`config.mk`:
```
export PLATFORM = sky130hd
export DESIGN_NAME = enq_ack_nak_frame_receiver_top
export DESIGN_NICKNAME = d
export VERILOG_FILES = /design/src/rtl/eanr_pkg.sv /design/src/rtl/enq_ack_nak_frame_receiver_top.sv /design/src/rtl/eanr_step.sv
export SDC_FILE = /design/constraint.sdc
export NUM_CORES = 1
export LEC_CHECK = 0
export ABC_CLOCK_PERIOD_IN_PS = 4100
export BUFFER_PORTS_ARGS = -buffer_cell sky130_fd_sc_hd__buf_2
export CAP_MARGIN = 20
export CORE_ASPECT_RATIO = 0.6
export CORE_MARGIN = 10
export CORE_UTILIZATION = 55
export CTS_CLUSTER_SIZE = 28
export DETAILED_ROUTE_END_ITERATION = 16
export PLACE_DENSITY = 0.79
export REMOVE_ABC_BUFFERS = 1
export SKIP_CTS_REPAIR_TIMING = 1
export SYNTH_ARGS = -nofsm -noshare
export SYNTH_HDL_FRONTEND = slang
export SYNTH_SLANG_ARGS = --single-unit
```
`constraint.sdc`:
```
create_clock -name i_clk -period 4.1 [get_ports i_clk]
set_input_delay 0 -clock i_clk [delete_from_list [all_inputs] [get_ports i_clk]]
set_output_delay 0 -clock i_clk [all_outputs]
set_load 0.1 [all_outputs]
```
`src/rtl/eanr_pkg.sv`:
```
// Shared types and constants for the ENQ/ACK/NAK frame receiver.
// Used by eanr_step and enq_ack_nak_frame_receiver_top; no dependencies.
package eanr_pkg;

    // Largest frame, counting the checksum byte.
    localparam int MAX_FRAME = 256;

    // Control characters on the serial link.
    localparam logic [7:0] CH_ENQ = 8'd5;
    localparam logic [7:0] CH_ACK = 8'd6;
    localparam logic [7:0] CH_NAK = 8'd21;

    // Sum of a length byte and its inverse in a good header.
    localparam logic [8:0] LEN_PAIR_SUM = 9'd255;

    // Configuration register indexes.
    localparam logic REG_READ_RETRY  = 1'b0;
    localparam logic REG_CHECK_RETRY = 1'b1;

    // Reset value of both retry limits.
    localparam logic [2:0] RETRY_RESET = 3'd3;

    typedef enum logic [1:0] {
        CMD_START   = 2'd0,
        CMD_BYTE    = 2'd1,
        CMD_TIMEOUT = 2'd2,
        CMD_NONE    = 2'd3
    } t_cmd;

    typedef enum logic [1:0] {
        PH_IDLE   = 2'd0,
        PH_HEADER = 2'd1,
        PH_DATA   = 2'd2
    } t_phase;

    typedef enum logic [1:0] {
        OUT_BUSY = 2'd0,
        OUT_OK   = 2'd1,
        OUT_ERR  = 2'd2
    } t_outcome;

    typedef struct packed {
        logic [2:0] read_retry_limit;
        logic [2:0] check_retry_limit;
    } t_cfg;

    typedef struct packed {
        t_phase     phase;
        logic [8:0] block_count;
        logic [7:0] frame_length;
        logic [7:0] header_ack;
        logic [7:0] xor_sum;
        logic [2:0] read_tries;
        logic [2:0] check_tries;
    } t_state;

    typedef struct packed {
        logic       tx_valid;
        logic [7:0] tx_value;
        logic       data_valid;
        logic [7:0] data_value;
        logic [7:0] data_index;
        logic       done_res;
        t_outcome   outcome;
    } t_result;

endpackage

```
`src/rtl/enq_ack_nak_frame_receiver_top.sv`:
```
// Top level of the ENQ/ACK/NAK frame receiver: input register, state and
// configuration registers, result register. Depends on eanr_pkg and eanr_step.
//
// Usage: each transfer on the slave stream carries a command in tuser
// (start, received byte, read timeout) and the received byte in tdata.
// Every accepted item yields exactly one result on the master stream:
// a control byte to transmit (ENQ, ACK or NAK), a payload byte with its
// index, and on the last item of an exchange tlast set with the outcome
// (success or communication error).
// A result passes through the input register and then the result register
// before it is offered on the master stream.
// Throughput is one item per cycle while the master side takes results; the
// combinational step logic between the two registers sets it.
// The configuration channel is always ready and writes the read and check
// retry limits; write it only while no item is in flight.
// Reset (synchronous, active low) empties both registers, returns the
// exchange to idle and sets both retry limits to 3.
// When the master side stalls, the result register holds its item, the
// input register keeps the next one, and s_axis_tready drops until the
// result is taken.
module enq_ack_nak_frame_receiver_top (
    input  logic        i_clk,
    input  logic        i_rst_n,
    // Configuration write channel.
    input  logic        i_cfg_valid,
    output logic        o_cfg_ready,
    input  logic        i_cfg_index,
    input  logic [2:0]  i_cfg_data,
    // Slave stream.
    input  logic        s_axis_tvalid,
    output logic        s_axis_tready,
    input  logic [7:0]  s_axis_tdata,  // [7:0] rx_value
    input  logic [1:0]  s_axis_tuser,  // [1:0] command
    // Master stream.
    output logic        m_axis_tvalid,
    input  logic        m_axis_tready,
    output logic [31:0] m_axis_tdata,  // [0] tx_valid, [8:1] tx_value, [9] data_valid,
                                       // [17:10] data_value, [25:18] data_index,
                                       // [27:26] outcome, [31:28] zero
    output logic        m_axis_tlast   // done_res
);
    import eanr_pkg::*;

    t_cfg       r_cfg;
    t_state     r_state;
    t_state     n_state;
    t_result    r_res;
    t_result    n_res;
    logic       r_in_valid;
    logic [1:0] r_in_cmd;
    logic [7:0] r_in_rx;
    logic       r_out_valid;
    logic       advance;

    // The step fires when an item waits and the result register is free.
    assign advance       = r_in_valid && (!r_out_valid || m_axis_tready);
    assign s_axis_tready = !r_in_valid || advance;
    assign o_cfg_ready   = 1'b1;

    // Configuration registers.
    always_ff @(posedge i_clk) begin
        if (!i_rst_n) begin
            r_cfg.read_retry_limit  <= RETRY_RESET;
            r_cfg.check_retry_limit <= RETRY_RESET;
        end else if (i_cfg_valid) begin
            if (i_cfg_index == REG_READ_RETRY) begin
                r_cfg.read_retry_limit <= i_cfg_data;
            end else if (i_cfg_index == REG_CHECK_RETRY) begin
                r_cfg.check_retry_limit <= i_cfg_data;
            end
        end
    end

    // Input register control.
    always_ff @(posedge i_clk) begin
        if (!i_rst_n) begin
            r_in_valid <= 1'b0;
        end else if (s_axis_tready) begin
            r_in_valid <= s_axis_tvalid;
        end
    end

    // Input register payload.
    always_ff @(posedge i_clk) begin
        if (s_axis_tvalid && s_axis_tready) begin
            r_in_cmd <= s_axis_tuser;
            r_in_rx  <= s_axis_tdata;
        end
    end

    eanr_step u_step (
        .i_cfg      (r_cfg),
        .i_state    (r_state),
        .i_command  (r_in_cmd),
        .i_rx_value (r_in_rx),
        .o_state    (n_state),
        .o_result   (n_res)
    );

    // Exchange state.
    always_ff @(posedge i_clk) begin
        if (!i_rst_n) begin
            r_state <= '0;
        end else if (advance) begin
            r_state <= n_state;
        end
    end

    // Result register control.
    always_ff @(posedge i_clk) begin
        if (!i_rst_n) begin
            r_out_valid <= 1'b0;
        end else if (advance) begin
            r_out_valid <= 1'b1;
        end else if (m_axis_tready) begin
            r_out_valid <= 1'b0;
        end
    end

    // Result register payload.
    always_ff @(posedge i_clk) begin
        if (advance) begin
            r_res <= n_res;
        end
    end

    assign m_axis_tvalid = r_out_valid;
    assign m_axis_tlast  = r_res.done_res;
    assign m_axis_tdata  = {4'b0000, r_res.outcome, r_res.data_index, r_res.data_value,
                            r_res.data_valid, r_res.tx_value, r_res.tx_valid};

endmodule

```
`src/rtl/eanr_step.sv`:
```
// Next-state and result logic for one received item of the exchange.
// Purely combinational; depends on eanr_pkg.
module eanr_step (
    input  eanr_pkg::t_cfg    i_cfg,
    input  eanr_pkg::t_state  i_state,
    input  logic [1:0]        i_command,
    input  logic [7:0]        i_rx_value,
    output eanr_pkg::t_state  o_state,
    output eanr_pkg::t_result o_result
);
    import eanr_pkg::*;

    localparam logic [9:0] MaxFrameW = 10'(MAX_FRAME);

    t_state   n_st;
    t_result  res;
    logic     do_bad;
    logic     do_finish;
    t_outcome fin_code;
    logic     hdr_good;

    // Header check: ACK first, length and inverse add to 255, frame fits.
    assign hdr_good = (i_state.header_ack == CH_ACK)
                   && ({1'b0, i_state.frame_length} + {1'b0, i_rx_value} == LEN_PAIR_SUM)
                   && ({2'b00, i_state.frame_length} + 10'd1 <= MaxFrameW);

    always_comb begin
        n_st      = i_state;
        res       = '0;
        do_bad    = 1'b0;
        do_finish = 1'b0;
        fin_code  = OUT_BUSY;

        unique case (t_cmd'(i_command))
            CMD_START: begin
                n_st.phase        = PH_HEADER;
                n_st.block_count  = '0;
                n_st.xor_sum      = '0;
                n_st.frame_length = '0;
                n_st.header_ack   = '0;
                n_st.read_tries   = '0;
                n_st.check_tries  = '0;
                res.tx_valid      = 1'b1;
                res.tx_value      = CH_ENQ;
            end
            CMD_TIMEOUT: begin
                if (i_state.phase != PH_IDLE) begin
                    // Timeout on the last allowed attempt gives up.
                    if ({1'b0, i_state.read_tries} + 4'd1 >= {1'b0, i_cfg.read_retry_limit}) begin
                        do_finish = 1'b1;
                        fin_code  = OUT_ERR;
                    end else begin
                        n_st.read_tries  = i_state.read_tries + 3'd1;
                        n_st.block_count = '0;
                        n_st.xor_sum     = '0;
                        res.tx_valid     = 1'b1;
                        res.tx_value     = (i_state.phase == PH_HEADER
                                            && i_state.check_tries == 3'd0) ? CH_ENQ : CH_NAK;
                    end
                end
            end
            CMD_BYTE: begin
                if (i_state.phase == PH_HEADER) begin
                    // Header bytes: ACK, length, inverted length.
                    if (i_state.block_count == 9'd0) begin
                        n_st.header_ack  = i_rx_value;
                        n_st.block_count = 9'd1;
                    end else if (i_state.block_count == 9'd1) begin
                        n_st.frame_length = i_rx_value;
                        n_st.block_count  = 9'd2;
                    end else if (hdr_good) begin
                        n_st.phase       = PH_DATA;
                        n_st.block_count = '0;
                        n_st.xor_sum     = '0;
                        n_st.read_tries  = '0;
                        n_st.check_tries = '0;
                        res.tx_valid     = 1'b1;
                        res.tx_value     = CH_ACK;
                    end else begin
                        do_bad = 1'b1;
                    end
                end else if (i_state.phase == PH_DATA) begin
                    // Payload bytes, then the checksum byte.
                    if (i_state.block_count < {1'b0, i_state.frame_length}) begin
                        res.data_valid   = 1'b1;
                        res.data_value   = i_rx_value;
                        res.data_index   = i_state.block_count[7:0];
                        n_st.xor_sum     = i_state.xor_sum ^ i_rx_value;
                        n_st.block_count = i_state.block_count + 9'd1;
                    end else if (i_rx_value == i_state.xor_sum) begin
                        do_finish    = 1'b1;
                        fin_code     = OUT_OK;
                        res.tx_valid = 1'b1;
                        res.tx_value = CH_ACK;
                    end else begin
                        do_bad = 1'b1;
                    end
                end
            end
            CMD_NONE: begin
                // Unused command: nothing changes.
            end
            default: begin
            end
        endcase

        // Bad header or checksum: NAK and reread, or give up.
        if (do_bad) begin
            if (i_state.check_tries >= i_cfg.check_retry_limit) begin
                do_finish = 1'b1;
                fin_code  = OUT_ERR;
            end else begin
                n_st.check_tries = i_state.check_tries + 3'd1;
                n_st.read_tries  = '0;
                n_st.block_count = '0;
                n_st.xor_sum     = '0;
                res.tx_valid     = 1'b1;
                res.tx_value     = CH_NAK;
            end
        end

        // End of the exchange.
        if (do_finish) begin
            n_st.phase       = PH_IDLE;
            n_st.block_count = '0;
            n_st.xor_sum     = '0;
            res.done_res     = 1'b1;
            res.outcome      = fin_code;
        end
    end

    assign o_state  = n_st;
    assign o_result = res;

endmodule
```
# [After elaboration in Yosys (flattened, before gate mapping)]
# Cells that the tools add are included.
[classes] add_sub_neg=6 order_cmp=4 n_eq_ne=16 muxes=78 n_bitwise=5 reduce_logical=23
[ops] operator="2-to-1 mux 9 bit" n=19
[ops] operator="2-to-1 mux 14 bit" n=5
[ops] operator="2-to-1 mux 8 bit" n=7
[ops] operator="one-hot mux 9 bit (3 select lines)" n=2
[ops] operator="2-to-1 mux 11 bit" n=4
[ops] operator="one-hot mux 11 bit (3 select lines)" n=1
[ops] operator="one-hot mux 16 bit (2 select lines)" n=1
[ops] operator="2-to-1 mux 26 bit" n=1
[ops] operator="2-to-1 mux 1 bit" n=20
[ops] operator="2-to-1 mux 2 bit" n=9
[ops] operator="2-to-1 mux 17 bit" n=1
[ops] operator="2-to-1 mux 16 bit" n=1
[ops] operator="<= comparator 10 x 9 -> 1 bit, second input constant" n=1
[ops] operator="adder 8 x 1 -> 9 bit, second input constant" n=1
[ops] operator="adder 8 x 8 -> 9 bit" n=1
[ops] operator="adder 9 x 1 -> 9 bit, second input constant" n=1
[ops] operator="== test 9 x 1 -> 1 bit, second input constant" n=1
[ops] operator="== test 9 x 8 -> 1 bit, second input constant" n=1
[ops] operator="zero test 9 bit" n=1
[ops] operator="less-than comparator 9 x 8 -> 1 bit" n=1
[ops] operator="== test 8 x 3 -> 1 bit, second input constant" n=1
[ops] operator="== test 8 bit" n=1
[ops] operator="one-hot mux 2 bit (2 select lines)" n=2
[ops] operator="XOR 8 bit" n=1
[ops] operator="other kinds (29)" n=48
[word_totals] ff_bits=88 in_bits=19 output_inout_bits=36 word_cells=152

# [Longest topological paths before layout]
# Gate-level depths: netlist (run 1).
[depth] depth_word=12 ltp_mapped=11 ltp_nobuf=11

# [By module]
# From an unflattened synthesis (run 1), not the netlist that was laid out.
[unflattened] cells_unflattened=624 area_unflattened_um2=5624.1
[by_module_without_submodules] mod="enq_ack_nak_frame_receiver_top" n_inst=1 cells_per_inst=257 area_each_um2=3198.1 seq_area_each_um2=2152.1
[by_module_without_submodules] mod="eanr_step" n_inst=1 cells_per_inst=367 area_each_um2=2426.1 seq_area_each_um2=0.0

# [Worst setup path before layout (run 1)]
# No wires, ideal clock.
[synth_path] kind="register to register" start="reg r_in_rx[0]" end="reg r_state[33] (netlist name)" setup_ns=0.069 arrival_ns=3.023 setup_slack_ns=1.009 stages_incl_launch_ff=12 path_cell_list="edfxtp_1 > ha_1 > inv_1 > fa_1 > nor4_1 > nand4_1 > a211oi_2 > nand4_1 > o21a_4 > or4_4 > or3_1 > o21ai_2"
[synth_via] elab_chain_len=12 elab_cells_between_ends=28 classes_between="add/sub (1); eq/ne (2); mux (23); reduce/logical (2)"
[synth_lines] element="from (decl)" line="enq_ack_nak_frame_receiver_top.sv:51" rtl="logic [7:0] r_in_rx;"
[synth_lines] element="from (signal assigned)" line="enq_ack_nak_frame_receiver_top.sv:87" rtl="r_in_rx <= s_axis_tdata;"
[synth_lines] element="adder 8 x 8 -> 9 bit" line="eanr_step.sv:24" rtl="&& ({1'b0, i_state.frame_length} + {1'b0, i_rx_value} == LEN_PAIR_SUM)"
[synth_lines] element="== test 9 x 8 -> 1 bit" line="eanr_step.sv:24"
[synth_lines] element="logical AND 1 bit" line="eanr_step.sv:24"
[synth_lines] element="logical AND 1 bit" line="eanr_step.sv:25" rtl="&& ({2'b00, i_state.frame_length} + 10'd1 <= MaxFrameW);"
[synth_lines] element="2-to-1 mux 11 bit" line="eanr_step.sv:71" rtl="end else if (hdr_good) begin"
[synth_lines] element="2-to-1 mux 9 bit" line="eanr_step.sv:68" rtl="end else if (i_state.block_count == 9'd1) begin"
[synth_lines] element="2-to-1 mux 9 bit" line="eanr_step.sv:65" rtl="if (i_state.block_count == 9'd0) begin"
[synth_lines] element="2-to-1 mux 9 bit" line="eanr_step.sv:63" rtl="if (i_state.phase == PH_HEADER) begin"
[synth_lines] element="one-hot mux 9 bit (3 select lines)" line="eanr_step.sv:34" rtl="unique case (t_cmd'(i_command))"
[synth_lines] element="2-to-1 mux 9 bit" line="eanr_step.sv:109" rtl="if (i_state.check_tries >= i_cfg.check_retry_limit) begin"
[synth_lines] element="2-to-1 mux 9 bit" line="eanr_step.sv:108" rtl="if (do_bad) begin"
[synth_lines] element="2-to-1 mux 11 bit (*)" line="eanr_step.sv:123" rtl="if (do_finish) begin"
[synth_lines] element="to (signal assigned)" line="enq_ack_nak_frame_receiver_top.sv:105" rtl="r_state <= n_state;"
[synth_lines] element="to (decl)" line="enq_ack_nak_frame_receiver_top.sv:45" rtl="t_state r_state;"
# Mark *: on every way between the ends. The rest lies on a longest branch, timed or not. The select of a mux whose other input is x is not followed.
# A chain may end at the register's enable or synchronous reset.

# [Final worst setup path (run 1)]
# Same ends and word-level chain as after synthesis.

==> results of run 1 <==
[final timing paths]
path | to | startpoint | slack (ps) | depth (start not counted)
setup / recovery | r_state[33]$_SDFFE_PN0P_ | r_in_rx[0]$_DFFE_PP_ | 620 | 11
hold / removal | r_cfg[1]$_SDFFE_PN1P_ | i_cfg_index | -40 | 3
setup reg to reg | r_state[33]$_SDFFE_PN0P_ | r_in_rx[0]$_DFFE_PP_ | 620 | 11
hold reg to reg | r_cfg[1]$_SDFFE_PN1P_ | r_cfg[1]$_SDFFE_PN1P_ | 470 | 2
[metal layers]
| layer | GRT usage, % | wire (um) | up-vias |
|---|---|---|---|
| met5 | 0 | 0 | - |
| met4 | 4.79 | 125 | 0 |
| met3 | 7.93 | 1450 | 19 |
| met2 | 26.4 | 5190 | 222 |
| met1 | 26.6 | 5880 | 1898 |
| li1 | - | - | 1928 |
[metrics by stage]
stage               worst slack, ps  utilization (%)  hold slack (ps)
floorplan                       592                -             61.9
global placement                858             59.8              177
detailed placement              715             59.8              178
CTS                             665             63.2             -175
global route                    345             65.0             4.08
finish                          617             65.0            -39.0
[synthesized netlist by cell type, drive strengths merged, types with 7 or more instances]
master | instances | area share, %
nor2 | 40 | 3.1
and3 | 10 | 1.3
nand4 | 7 | 0.91
buf | 15 | 2.3
edfxtp | 34 | 21
ha | 31 | 8.1
dfxtp | 49 | 20
o21ai | 20 | 2.2
nand2 | 57 | 4.5
a21oi | 37 | 4.3
a311oi | 10 | 1.8
xor2 | 10 | 1.8
or3 | 7 | 0.91
nand3 | 13 | 1.4
nor3 | 8 | 0.84
and2 | 20 | 2.6
inv | 30 | 2.4
clkbuf | 9 | 0.71
nand2b | 8 | 1.0
mux2i | 24 | 5.0
[kinds of logic after synthesis]
| group | synth area share, % |
|---|---|
| buf+inv | 5.46 |
| xor+xnor | 2.01 |
| simple gates | 21.2 |
| mux | 5.02 |
| flops | 41.8 |
| compound gates | 15.9 |
| fa+ha+maj | 8.52 |
| other cells | 0.157 |
[cell type report]
type | instances | area, sq um
clock buffer | 10 | 229
multi-input combinational | 378 | 2560
timing repair buffer | 65 | 415
inverter | 31 | 116
sequential | 83 | 2000
tap | 112 | 140
clock inverter | 6 | 56.3
fill | 688 | 2970
[power groups by stage]
stage | Sequential, mW | Combinational (mW) | Clock [mW]
5_1_grt | 0.899 | 0.281 | 0.832
3_5_place_dp | 0.914 | 0.249 | 0
3_3_place_gp | 0.913 | 0.246 | 0
2_1_floorplan | 0.985 | 0.121 | 0
4_1_cts | 0.896 | 0.250 | 0.792
6_report | 0.896 | 0.265 | 0.788
[sequential cells by signal, summed over array words and instances (netlist names)]
register and flops:
m_axis_tvalid 1, r_state 41, r_in_valid 1, r_cfg 6
r_in_rx 8, r_in_cmd 2, m_axis_tdata 23, m_axis_tlast 1
[worst register-to-register path, stage by stage, from the launching register on]
cell,delay (ps)
edfxtp_1,460
ha_1,250
inv_1,70
fa_1,420
nor4_1,220
nand4_1,190
a211oi_2,220
nand4_1,240
o21a_4,310
or4_4,560
or3_1,390
o21ai_2,70
==> metrics.txt, run 1 <==
# diodes 0; Core Area 0.00849 sq mm; initial DRC count 463; DR pass1 iterations 5; final WL about 13 mm; Vias 4067; Max clock buf depth 2; CP peak stage delay 560 ps; Initial Util 56.4%; max-slew violations 0; final net count 619; Skew-Pair Late Insertion Delay 340 ps; sequential area share after synthesis 41.8%; combinational fraction of design power around 14%; CTS H-tree lvls 3; Final Skew approximately 8 ps; outcome finished, violations left; Yosys cell types 69; critical path, cell by cell ha_1, inv_1, fa_1, nor4_1, nand4_1, a211oi_2, nand4_1, o21a_4, or4_4, or3_1, o21ai_2; cell mode on critical path nand4_1; Synth Flop Type dfxtp_1; final hold vios 4; most frequent cells in the layout nand2_1, dfxtp_1, buf_2, nor2_1; DP Cell Count ~650; cell area power density 353 mW/mm^2; Syn Inst Count about 510; global route overflow 0; Slowest cell on crit path or4_4; CP endpoint kind register; RSZ-0062 raised after global routing false; Leak 2.22 nW; clock share of power 40.4%; Final period util 85.0%; Placer Congestion 0.948; Top Ports 55; MaxCap Viol Count 0; Peak Freq 287 MHz; most common cell after layout, fill and taps aside nand2_1; Async SR Flop Fraction 0%; Worst EP required 4370 ps; pin count of the biggest net entering global routing 33; Detail Placement HPWL between 9 and 10 mm; Post-Syn Area per Cell 9.41 sq um; Crit Path Class register to register; Routed Antenna Nets 0; row count 26; Yosys Warn Count 0; Post-Layout Cell Count 685; hold_ws -39.0 ps; Hold WC Path Type input pin to register; Buf+Inv Stages, Crit Path 1; final setup violation count 0; Seq pwr share a little under half; Total Power 1.95 mW; Internal 1.41 mW; fraction of layout cells with a size suffix above 1 14.7%; DRC 0; clk slew on worst S/H paths 60 ps; setup_tns 0 ps; # port buffers 45; clock tree from TritonCTS yes; Num CTS Buffers 9; sw frac 27.7%; clock sink count 83; CP Launch Type register; Placed Area 0.00508 sq mm; Synth Cell Area between 0.004 and 0.005 sq mm; first-pass GRT wire length 19.9 mm; Die Ht between 90 and 100 um; WP data arrival 3760 ps; Post-synth EDFFs 34; Die W 140 um; min cycle time layout roughly 3500 ps; vias per inst 5.94; Switch Pwr 0.541 mW; DIE AREA between 0.01 and 0.015 sq mm; synthesis-to-layout area growth 15.3%; initial antenna violation count 0; root buf cell clkbuf_16; Synth Register Bits between 80 and 90; design area 0.00552 sq mm; total track usage 19.0%; vias in the first global route approximately 3800; worst slew pin tran roughly 1100 ps; critical path's top delay family simple AND/OR/NAND/NOR gates; maximum vdd ir drop between 0.2 and 0.3 mV; relative slew slack 29.5%; Max Fanout on Critical Path 7; failing checks negative hold slack; WL/cell 18.5 um
No activity file was read; power rests on OpenSTA's default activity.
==> inputs of run 2 (changes only) <==
--- a/config.mk
+++ b/config.mk
@@ -5,7 +5,7 @@
 export SDC_FILE = /design/constraint.sdc
 export NUM_CORES = 1
 export LEC_CHECK = 0
-export ABC_CLOCK_PERIOD_IN_PS = 4100
+export ABC_CLOCK_PERIOD_IN_PS = 3400
 export BUFFER_PORTS_ARGS = -buffer_cell sky130_fd_sc_hd__buf_2
 export CAP_MARGIN = 20
 export CORE_ASPECT_RATIO = 0.6
==> constraint.sdc (replaced) <==
create_clock -name i_clk -period 3.4 [get_ports i_clk]
set_input_delay 0 -clock i_clk [delete_from_list [all_inputs] [get_ports i_clk]]
set_output_delay 0 -clock i_clk [all_outputs]
set_load 0.1 [all_outputs]
==> metrics.txt, run 2 (synthesis gave the netlist of run 1 again) <==
min cycle time layout 3330 ps (-156 ps); CP Launch Type register; Leak 2.34 nW (+5.2%); outcome finished clean; Final Skew 5.46 ps (-2.69 ps); Die W 140 um (unchanged); WL/cell 18.4 um (-0.48%); relative slew slack 57.3% (+28 points); DRC 0 (unchanged); clock sink count 83 (unchanged); Hold WC Path Type input pin to register; CTS H-tree lvls 3 (unchanged); fraction of layout cells with a size suffix above 1 17.8% (+3.2 points); Skew-Pair Late Insertion Delay 340 ps (about the same); final setup margin 72.5 ps (-544 ps); # diodes 0 (unchanged); cell area power density 426 mW/mm^2 (+21%); DP Cell Count 666 (+2.0%); max reg flops 41 (unchanged); fillers 672 (-2.3%); CP endpoint kind register; Initial Util 56.4% (unchanged); Top Ports 55 (unchanged); DIE AREA 0.0130 sq mm (unchanged); root buf cell clkbuf_16; Placer Congestion 0.919 (-3.1%); hold_ws 363 ps (+402 ps); global route overflow 0 (unchanged); Worst EP required 3670 ps (-700 ps); Post-Layout Cell Count 707 (+3.2%); # port buffers 45 (unchanged); initial DRC count 361 (-22%); pre-CTS setup slack 95.8 ps (-619 ps); vias per inst 5.91 (-0.52%); most common cell after layout, fill and taps aside nand2_1; Max clock buf depth 2 (unchanged); Final period util 97.9% (+13 points); worst slew pin tran 640 ps (-418 ps); Num CTS Buffers 9 (unchanged); total track usage 19.2% (+0.11 points); first-pass GRT wire length 20.0 mm (+0.28%); vias in the first global route 3828 (+0.58%); Vias 4176 (+2.7%); DR pass1 iterations 5 (unchanged); final WL 13.0 mm (+2.7%); final hold vios 0 (-4); Max Fanout on Critical Path 6 (-1); MaxCap Viol Count 0 (unchanged); row count 26 (unchanged); clk slew on worst S/H paths 60 ps (about the same); Detail Placement HPWL 9.54 mm (+5.3%); Die Ht 92.3 um (unchanged); Core Area 0.00849 sq mm (unchanged); Crit Path Class register to register; clock tree from TritonCTS yes; synthesis-to-layout area growth 20.1%; WP data arrival 3600 ps (-160 ps); design area 0.00575 sq mm (+4.2%); maximum vdd ir drop 0.322 mV (+17%); Placed Area 0.00517 sq mm (+1.9%); Routed Antenna Nets 0 (unchanged); Biggest register r_state; final setup violation count 0 (unchanged); pin count of the biggest net entering global routing 30 (-9.1%); most frequent cells in the layout nand2_1, dfxtp_1, buf_2, nor2_1, edfxtp_1; initial antenna violation count 0 (unchanged); final net count 641 (+3.6%); max-slew violations 0 (unchanged); Peak Freq 301 MHz (+4.7%)
==> run 2: routing by layer <==
metal	track usage [%]	up-vias	wire [um]
met2	26.3	219	5350
li1	-	1983	-
met3	7.98	18	1490
met5	0	-	0
met4	5.39	0	136
met1	26.7	1956	6010
==> run 2: area by class of cell <==
type                    count  area [sq um]  area share, %
clock buffers               9           225           3.91
clock inverters             7          92.6           1.61
inverters                  31           116           2.02
multi-input cells         378          2580           44.9
flip-flops and latches     83          2000           34.8
well taps                 112           140           2.44
repair buffers             87           593           10.3
==> run 2: critical path: stages, from the launching register on <==
cell,delay (ps)
edfxtp_1,460
ha_2,230
inv_1,70
fa_1,430
nor4_2,140
nand4_1,160
a211oi_2,240
nand4_1,200
o21a_4,300
or4_4,570
or3_1,380
o21ai_2,70
==> run 2: path summary, 6_finish.rpt <==
check                              from                        to  slack [ps]  cells past startpoint
setup / recovery   r_in_rx[0]$_DFFE_PP_  r_state[33]$_SDFFE_PN0P_          70                     11
hold / removal          s_axis_tdata[4]      r_in_rx[4]$_DFFE_PP_         360                      2
setup reg to reg   r_in_rx[0]$_DFFE_PP_  r_state[33]$_SDFFE_PN0P_          70                     11
hold reg to reg   r_cfg[2]$_SDFFE_PN0P_     r_cfg[2]$_SDFFE_PN0P_         460                      2
==> run 2: power breakdown <==
| group | switching [mW] | total [mW] | internal (mW) |
|---|---|---|---|
| Combinational | 0.252 | 0.337 | 0.0842 |
| Sequential | 0.0169 | 1.08 | 1.06 |
| Clock | 0.396 | 1.04 | 0.640 |
==> run 2: metrics by stage <==
stage	total power, mW	TNS, ps	utilization (%)
2_1_floorplan	1.33	-130	-
3_3_place_gp	1.40	0	60.9
3_5_place_dp	1.41	0	60.9
4_1_cts	2.44	0	64.7
5_1_grt	2.54	-36.2	67.8
6_report	2.45	0	67.8
